<file path="src/design/sbas_message_crc24q_framer_core_defines.svh">
// assertion macros shared by the framer rtl
// no dependencies; included by modules that carry assertions
`ifndef SBAS_MESSAGE_CRC24Q_FRAMER_CORE_DEFINES_SVH
`define SBAS_MESSAGE_CRC24Q_FRAMER_CORE_DEFINES_SVH

// same-cycle implication, disabled during reset
`define SCF_ASSERT_NOW(lbl, clk, rst_n, ante, cons) \
    lbl: assert property (@(posedge clk) disable iff (!(rst_n)) (ante) |-> (cons)) \
        else $error("scf assertion failed");

// next-cycle implication, disabled during reset
`define SCF_ASSERT_NEXT(lbl, clk, rst_n, ante, cons) \
    lbl: assert property (@(posedge clk) disable iff (!(rst_n)) (ante) |=> (cons)) \
        else $error("scf assertion failed");

`endif

</file>
<file path="src/design/scf_pkg.sv">
// package for the sbas crc-24q framer: queue entry type, constants, crc functions
// no dependencies
`timescale 1ns / 1ps
`default_nettype none

package scf_pkg;

    localparam logic [23:0] CRC_POLY = 24'h864CFB;
    localparam logic [4:0]  LAST_POS = 5'd28;
    localparam logic [1:0]  SUB_LAST = 2'd3;
    localparam logic [7:0]  MSG_MASK = 8'hC0;

    typedef struct packed {
        logic        last;
        logic [7:0]  data;
        logic [23:0] crc;
    } t_entry;

    function automatic logic [23:0] crc_bit(input logic [23:0] crc, input logic b);
        logic fb;
        fb = crc[23] ^ b;
        return fb ? ({crc[22:0], 1'b0} ^ CRC_POLY) : {crc[22:0], 1'b0};
    endfunction

    // full byte, msb first
    function automatic logic [23:0] crc_byte(input logic [23:0] crc, input logic [7:0] d);
        logic [23:0] c;
        c = crc;
        for (int i = 7; i >= 0; i--) begin
            c = crc_bit(c, d[i]);
        end
        return c;
    endfunction

    // top two bits only
    function automatic logic [23:0] crc_top2(input logic [23:0] crc, input logic [7:0] d);
        return crc_bit(crc_bit(crc, d[7]), d[6]);
    endfunction

endpackage

`default_nettype wire

</file>
<file path="src/design/scf_front.sv">
// front end: accepts message bytes, tracks position, runs the crc, builds queue entries
// depends on scf_pkg
`timescale 1ns / 1ps
`default_nettype none

module scf_front (
    input  wire logic            i_clk,
    input  wire logic            i_rst_n,
    input  wire logic            i_push,
    input  wire logic [7:0]      i_msg_byte,
    input  wire logic            i_q_full,
    output scf_pkg::t_entry      o_q_entry,
    output logic                 o_q_push
);

    logic [4:0]  r_pos, n_pos;
    logic [23:0] r_crc, n_crc;
    logic        is_last;
    logic [23:0] crc_full, crc_end;

    assign o_q_push = i_push && !i_q_full;
    assign is_last  = (r_pos >= scf_pkg::LAST_POS);
    assign crc_full = scf_pkg::crc_byte(r_crc, i_msg_byte);
    assign crc_end  = scf_pkg::crc_top2(r_crc, i_msg_byte);

    always_comb begin
        o_q_entry.last = is_last;
        o_q_entry.data = is_last ? (i_msg_byte & scf_pkg::MSG_MASK) : i_msg_byte;
        o_q_entry.crc  = is_last ? crc_end : crc_full;
        n_pos = r_pos;
        n_crc = r_crc;
        if (o_q_push) begin
            if (is_last) begin
                n_pos = '0;
                n_crc = '0;
            end else begin
                n_pos = r_pos + 5'd1;
                n_crc = crc_full;
            end
        end
    end

    always_ff @(posedge i_clk) begin
        if (!i_rst_n) begin
            r_pos <= '0;
            r_crc <= '0;
        end else begin
            r_pos <= n_pos;
            r_crc <= n_crc;
        end
    end

endmodule

`default_nettype wire

</file>
<file path="src/design/scf_queue.sv">
// short register queue between front and back end
// depends on scf_pkg and the assertion macro header
`timescale 1ns / 1ps
`default_nettype none
`include "sbas_message_crc24q_framer_core_defines.svh"

module scf_queue #(
    parameter int DEPTH = 4
) (
    input  wire logic            i_clk,
    input  wire logic            i_rst_n,
    input  wire logic            i_push,
    input  scf_pkg::t_entry      i_entry,
    input  wire logic            i_pop,
    output scf_pkg::t_entry      o_entry,
    output logic                 o_full,
    output logic                 o_empty
);

    localparam int AW = (DEPTH > 1) ? $clog2(DEPTH) : 1;
    localparam int CW = $clog2(DEPTH + 1);
    localparam logic [AW-1:0] LAST_IDX = AW'(DEPTH - 1);
    localparam logic [CW-1:0] FULL_CNT = CW'(DEPTH);

    scf_pkg::t_entry r_mem [DEPTH];
    logic [AW-1:0]   r_wr, n_wr, r_rd, n_rd;
    logic [CW-1:0]   r_count, n_count;
    logic            do_push, do_pop;

    assign o_full  = (r_count == FULL_CNT);
    assign o_empty = (r_count == '0);
    assign do_push = i_push && !o_full;
    assign do_pop  = i_pop && !o_empty;
    assign o_entry = r_mem[r_rd];

    always_comb begin
        n_wr    = r_wr;
        n_rd    = r_rd;
        n_count = r_count;
        if (do_push) begin
            n_wr = (r_wr == LAST_IDX) ? '0 : r_wr + AW'(1);
        end
        if (do_pop) begin
            n_rd = (r_rd == LAST_IDX) ? '0 : r_rd + AW'(1);
        end
        if (do_push && !do_pop) begin
            n_count = r_count + CW'(1);
        end else if (do_pop && !do_push) begin
            n_count = r_count - CW'(1);
        end
    end

    always_ff @(posedge i_clk) begin
        if (!i_rst_n) begin
            r_wr    <= '0;
            r_rd    <= '0;
            r_count <= '0;
        end else begin
            r_wr    <= n_wr;
            r_rd    <= n_rd;
            r_count <= n_count;
        end
    end

    always_ff @(posedge i_clk) begin
        if (do_push) begin
            r_mem[r_wr] <= i_entry;
        end
    end

    `SCF_ASSERT_NOW(a_count_bound, i_clk, i_rst_n, 1'b1, r_count <= FULL_CNT)
    `SCF_ASSERT_NEXT(a_push_grows, i_clk, i_rst_n, do_push && !do_pop, r_count == $past(r_count) + CW'(1))

endmodule

`default_nettype wire

</file>
<file path="src/design/scf_back.sv">
// back end: takes queue entries, expands the final one into four data+crc bytes
// depends on scf_pkg and the assertion macro header
`timescale 1ns / 1ps
`default_nettype none
`include "sbas_message_crc24q_framer_core_defines.svh"

module scf_back (
    input  wire logic            i_clk,
    input  wire logic            i_rst_n,
    input  scf_pkg::t_entry      i_q_entry,
    input  wire logic            i_q_empty,
    output logic                 o_q_pop,
    input  wire logic            i_pop,
    output logic                 o_empty,
    output logic [7:0]           o_out_byte,
    output logic                 o_frame_end
);

    scf_pkg::t_entry r_entry;
    logic            r_valid, n_valid;
    logic [1:0]      r_sub, n_sub;
    logic            done, take;

    assign done    = !r_entry.last || (r_sub == scf_pkg::SUB_LAST);
    assign take    = !r_valid || (i_pop && done);
    assign o_q_pop = take && !i_q_empty;
    assign o_empty = !r_valid;

    always_comb begin
        n_valid = r_valid;
        n_sub   = r_sub;
        if (take) begin
            n_valid = !i_q_empty;
            n_sub   = '0;
        end else if (i_pop) begin
            n_sub = r_sub + 2'd1;
        end
    end

    always_comb begin
        o_frame_end = r_entry.last && (r_sub == scf_pkg::SUB_LAST);
        if (!r_entry.last) begin
            o_out_byte = r_entry.data;
        end else begin
            case (r_sub)
                2'd0:    o_out_byte = {r_entry.data[7:6], r_entry.crc[23:18]};
                2'd1:    o_out_byte = r_entry.crc[17:10];
                2'd2:    o_out_byte = r_entry.crc[9:2];
                default: o_out_byte = {r_entry.crc[1:0], 6'b0};
            endcase
        end
    end

    always_ff @(posedge i_clk) begin
        if (!i_rst_n) begin
            r_valid <= 1'b0;
            r_sub   <= '0;
        end else begin
            r_valid <= n_valid;
            r_sub   <= n_sub;
        end
    end

    always_ff @(posedge i_clk) begin
        if (o_q_pop) begin
            r_entry <= i_q_entry;
        end
    end

    `SCF_ASSERT_NOW(a_sub_only_last, i_clk, i_rst_n, r_valid && (r_sub != 2'd0), r_entry.last)
    `SCF_ASSERT_NEXT(a_tail_holds, i_clk, i_rst_n, r_valid && !done && !i_pop, r_valid && $stable(r_sub))

endmodule

`default_nettype wire

</file>
<file path="src/design/sbas_message_crc24q_framer_core.sv">
// Frames a 226-bit SBAS message given as 29 bytes into 32 bytes with a CRC-24Q appended:
// bytes 0 to 27 pass through, byte 28 (top two bits only) yields four bytes ending the
// frame. One byte is accepted per cycle while the queue is not full; the CRC over a
// whole byte is updated in the same cycle. Each pass-through byte gives one result per
// cycle while pop is held and entries wait, the final byte gives four results from the
// back end, and the queue of QUEUE_DEPTH entries keeps taking input until full.
// depends on scf_pkg, scf_front, scf_queue, scf_back
`timescale 1ns / 1ps
`default_nettype none

module sbas_message_crc24q_framer_core #(
    parameter int QUEUE_DEPTH = 4
) (
    input  wire logic        i_clk,
    input  wire logic        i_rst_n,
    input  wire logic        push,
    output logic             full,
    input  wire logic [7:0]  i_msg_byte,
    input  wire logic        pop,
    output logic             empty,
    output logic [7:0]       o_out_byte,
    output logic             o_frame_end
);

    scf_pkg::t_entry q_in, q_out;
    logic            q_push, q_pop, q_full, q_empty;

    assign full = q_full;

    scf_front u_front (
        .i_clk      (i_clk),
        .i_rst_n    (i_rst_n),
        .i_push     (push),
        .i_msg_byte (i_msg_byte),
        .i_q_full   (q_full),
        .o_q_entry  (q_in),
        .o_q_push   (q_push)
    );

    scf_queue #(
        .DEPTH (QUEUE_DEPTH)
    ) u_queue (
        .i_clk   (i_clk),
        .i_rst_n (i_rst_n),
        .i_push  (q_push),
        .i_entry (q_in),
        .i_pop   (q_pop),
        .o_entry (q_out),
        .o_full  (q_full),
        .o_empty (q_empty)
    );

    scf_back u_back (
        .i_clk       (i_clk),
        .i_rst_n     (i_rst_n),
        .i_q_entry   (q_out),
        .i_q_empty   (q_empty),
        .o_q_pop     (q_pop),
        .i_pop       (pop),
        .o_empty     (empty),
        .o_out_byte  (o_out_byte),
        .o_frame_end (o_frame_end)
    );

endmodule

`default_nettype wire
</file>
<file path="config.mk">
export PLATFORM = sky130hd
export DESIGN_NAME = sbas_message_crc24q_framer_core
export DESIGN_NICKNAME = d
export VERILOG_FILES = /design/src/design/scf_pkg.sv /design/src/design/scf_front.sv /design/src/design/scf_queue.sv /design/src/design/scf_back.sv /design/src/design/sbas_message_crc24q_framer_core.sv
export VERILOG_INCLUDE_DIRS = /design/src /design/src/design
export SDC_FILE = /design/constraint.sdc
export NUM_CORES = 1
export LEC_CHECK = 0
export ABC_AREA = 1
export BUFFER_PORTS_ARGS = -buffer_cell sky130_fd_sc_hd__buf_2
export CAP_MARGIN = 20
export CORE_MARGIN = 2
export CORE_UTILIZATION = 55
export CTS_CLUSTER_SIZE = 8
export DETAILED_ROUTE_END_ITERATION = 16
export MAX_ROUTING_LAYER = met4
export PLACE_DENSITY = 0.69
export SYNTH_ARGS = -nofsm -noshare
export SYNTH_HDL_FRONTEND = slang
export SYNTH_SLANG_ARGS = --single-unit
</file>
<file path="constraint.sdc">
create_clock -name i_clk -period 7.1 [get_ports i_clk]
set_input_delay 1.065 -clock i_clk [delete_from_list [all_inputs] [get_ports i_clk]]
set_output_delay 1.065 -clock i_clk [all_outputs]
set_load 0.05 [all_outputs]
</file>
# Word-level counts from Yosys, hierarchy flattened
# Memory sizes are Yosys's and may differ from the RTL's. A register that Yosys moved wholly into a read port is not among the register bits.
# Cells that the tools add are included.
# totals
ff_bits,39
mem_bits_rw,132
inputBits,12
output_inout_bits,11
wordCells,78
mem_count,1
# op_classes
addsub,6
n_lt_le_gt_ge,1
n_eq_ne,6
mux,20
bitwise_logic,17
n_reduce_logical,20
# memory_table
memory,words,word_bits,rd,rd_ports_with_merged_regs,write_ports,line,text
u_queue.r_mem,4,33,1,1,1,scf_queue.sv:25,scf_pkg::t_entry r_mem [DEPTH];
# ops
op,n
$mux 24,10
$not 13->13,8
$pmux 8 s3,1
$eq 2x2->1 const B,4
$logic_and 1x1->1,8
$mux 8,1
$xor 1x1->1,8
$add 2x1->2 const B,3
$logic_not 1->1,6
$mux 3,2
$mux 6,1
$add 5x1->5 const B,1
$ge 5x5->1 const B,1
$mux 5,1
$mux 2,2
$add 3x1->3 const B,1
$eq 3x3->1 const B,1
$logic_not 3->1,1
$sub 3x1->3 const B,1
$eq 2x1->1 const B,1
$logic_not 2->1,1
$logic_or 1x1->1,2
$mux 1,2
$reduce_bool 2->1,1
2 further kinds,2

# Depth between registers and ports, before layout
# depth
word_depth,17
depth_mapped,17
mapped_depth_nobuf,17

# By module
# Synthesis repeated with hierarchy kept, for this count alone.
# unflattened
hier_cells,843
hier_area_um2,9140.0
# modules_own_cells
mod,instances,cells_each,area_each_um2,seq_area_each_um2
scf_queue,1,391,5418.9,4144.0
scf_front,1,332,2288.4,580.6
scf_back,1,120,1432.6,1051.0

# Least setup slack after synthesis
# Ideal clock, no wire load.
# synth_path
path_kind,input-to-reg
from,in push
to,"mem u_queue.r_mem[0][0] in the netlist's numbering, enable pin"
setup_time_ns,0.423
arrival_ns,3.125
t_required_ns,6.677
path_slack_ns,3.551
path_stages,5
n_path_buf,1
path_cell_list,inv_1 -> nor2_1 -> inv_1 -> clkbuf_1 -> nor2_1
# synth_between
elab_chain_cells,4
# synth_lines
element,line,text
from (decl),sbas_message_crc24q_framer_core.sv:16,"input wire logic push,"
$logic_and 1x1->1,scf_front.sv:21,assign o_q_push = i_push && !i_q_full;
$logic_and 1x1->1,scf_queue.sv:32,assign do_push = i_push && !o_full;
$mux 1,scf_queue.sv:66,if (do_push) begin
$mux 1 (implied by the code),scf_queue.sv:67,r_mem[r_wr] <= i_entry;
to (decl),scf_queue.sv:25,
# No other way between the ends.

# Worst setup path in the final report
# layout_path
from,reg u_back.r_sub[0]
to,out o_out_byte[5]
# layout_between
elab_chain_cells,3
elab_cells_between_ends,5
classes_between,eq/ne: 2; mux: 2; reduce/logical: 1
# layout_lines
element,line,text
from (decl),scf_back.sv:21,"logic [1:0] r_sub, n_sub;"
from (signal assigned),scf_back.sv:60,r_sub <= n_sub;
$eq 2x2->1 (tied with other cells),scf_back.sv:45,case (r_sub)
$pmux 8 s3 (*),scf_back.sv:45,
$mux 8 (*),scf_back.sv:42,if (!r_entry.last) begin
to (decl),sbas_message_crc24q_framer_core.sv:21,"output logic [7:0] o_out_byte,"
# Mark *: on every way between the ends. The rest lies on a longest branch, timed or not.

==> run metrics <==
port bufs=22; CTS Buf Count=29; CP Class=flip-flop to output pin; Mapped Area=~0.0089 mm²; Synth Flop Type=edfxtp_1; Worst-Skew Late Latency=~530 ps; GRT Total Usage=0.247; row count=46; RSZ-0062 raised after global routing=no; CTS tree=done; final period demand of the worst path=between 3000 and 4000 ps; Vias=6154; vias in the first global route=around 5900; FF+latch count, synth=~200; yosys warns=0; worst min path class=flip-flop to flip-flop; Post-Place Setup Slack=3560 ps; post-synth top area share=0.554; Synth area leaders=edfxtp_1, dfxtp_1, o21ai_0; Layout Skew=between 20 and 30 ps; VDD IR max=~0.00036 V; Worst Setup End Kind=output pin; status=finished, final reports clean; global-route wire length before repair=between 30000 and 40000 µm; antenna cells=0; final setup vio count=0; Resize count post-CTS=0; clock slew at reported path FFs=50 ps; Seq/Total Area, Yosys=0.642; Post-DP Area=about 0.009 mm²; ys async rst share=0; crit-path cells=inv_1 > ha_1 > a22o_1 > a21oi_1 > o21ai_0 > buf_2; CP startpoint kind=flip-flop; Hold-fix buffers, CTS=0; Post-Syn Nets=839; Critical Path AT=~2100 ps; area grow syn2layout=14.2%; clock sinks=204; antenna violations before repair=0; WL/cell=approximately 19 µm; htree depth=1; Rel. slew slack=0.273; Max Slew Vio Count=0; Initial Util=0.563; DR iter-0 viols=roughly 520; first-pass iteration count of the detailed router=5; Die ar.=~0.017 mm²; CP Max Fanout=8; hpwl dp=13100 µm; Post-synth EDFFs=165; clk buf depth=3; maxcap violations=0; slowest cell delay on critical path=roughly 350 ps; Fin Setup TNS=0 ps; syn avg cell area=roughly 11 µm²; Die Ht=131 µm; Worst path slowest cell=dfxtp_1; worst slew pin tran=between 1000 and 1500 ps; gr ovfl total=0; CTS root buf=clkbuf_16; final instance area=~0.010 mm²; Post-synth top cells=edfxtp_1, o21ai_0, nor2_1, nand2_1, inv_1; I/O pin count=23; DRC errors left=0; distinct cell type count after synthesis=35; Routed Antenna Nets=0; Final #Nets=~870; post-synth top area cell=edfxtp_1; leakage=0.00386 µW; Syn Inst Count=~810; Hold Vio Cnt, Final=0; Req. time, crit path=a little over 6000 ps; Tcrit/Tclk final=0.451; f_max=roughly 310 MHz; Via density=about 5.7; Die X=around 130 µm; total core area=around 0.016 mm²; final worst setup slack=3900 ps; most numerous cell in the Yosys netlist=edfxtp_1; Setup Fix Bufs, Post-CTS=0; largest net degree at the start of global routing=69; global placer's final weighted congestion=a little over 0.9; Power Dens Cells=about 520 mW/mm²; wirelength, routed=slightly above 20000 µm; proportion of layout cells with a drive suffix above 1=0.126
## worst max-delay path: cells and delay by family, from the launching register on
family	cells	cell delay, ps
compound gates	3	610
fa+ha+maj	1	330
flops	1	350
buf+inv	2	320
## state kept, by name (all words and copies together), names as in the netlist
register	flops
u_queue.r_mem	132
u_queue.r_rd	2
u_front.r_crc	24
u_back.r_entry	33
u_queue.r_count	3
u_front.r_pos	5
u_back.r_valid	1
u_back.r_sub	2
u_queue.r_wr	2
## final timing paths
path	start	end	slack, ps	cells after the start
worst max-delay path	u_back.r_sub[0]	o_out_byte[5]	3900	6
worst min-delay path	u_front.r_pos[4]	u_front.r_pos[4]	450	2
worst max register to register	u_queue.r_count[0]	u_queue.r_mem[1][31]	4290	5
worst min register to register	u_front.r_pos[4]	u_front.r_pos[4]	450	2
## cell type report
| type | instances | area [µm²] |
|---|---|---|
| timing repair buffer | 34 | 258 |
| inverter | 65 | 244 |
| clock buffer | 52 | 812 |
| tap | 216 | 270 |
| clock inverter | 2 | 38.8 |
| sequential | 204 | 5740 |
| multi-input combinational | 507 | 2850 |
| fill | 1230 | 5680 |
## cell families after synthesis
family          Yosys count  synth area share
simple gates            232             0.119
compound gates          223             0.135
flops                   204             0.642
buf+inv                 103            0.0441
xor+xnor                 39            0.0412
fa+ha+maj                13            0.0190
## power breakdown
group | internal (µW) | switching (µW)
combinational | 573 | 1470
sequential | 1910 | 134
clock | 797 | 471
## through the flow
step | utilization | cells | hold WS (ps) | total power, µW
6_report | 0.642 | 1080 | 454 | 5350
5_1_grt | 0.642 | 1080 | 472 | 5660
4_1_cts | 0.637 | 1076 | 458 | 5320
3_5_place_dp | 0.583 | 1022 | 451 | 4050
3_3_place_gp | 0.583 | 1022 | 454 | 3970
2_1_floorplan | - | 814 | 436 | 3440
## cells in the final DEF, fill, tap and decap left out, drive strengths merged, types with 2 or more instances in the layout
cell	count
nand3	47
dfxtp	39
ha	12
xnor2	12
edfxtp	165
nand2	90
nor3	2
xor2	27
clkinv	2
inv	64
a211oi	2
or2	6
o21ai	128
nor2	84
clkbuf	52
a21oi	49
buf	34
a22o	8
o211ai	2
o22ai	33
nand4	2
## layer usage
metal / GRT usage / wire length [µm] / vias up
met1: 0.341 / 9020 / 2933
met5: - / 0 / -
met2: 0.380 / 9650 / 237
met3: 0.0336 / 1400 / 46
met4: 0.0882 / 621 / 0
li1: - / - / 2938
(Power assumes the default switching activity.)
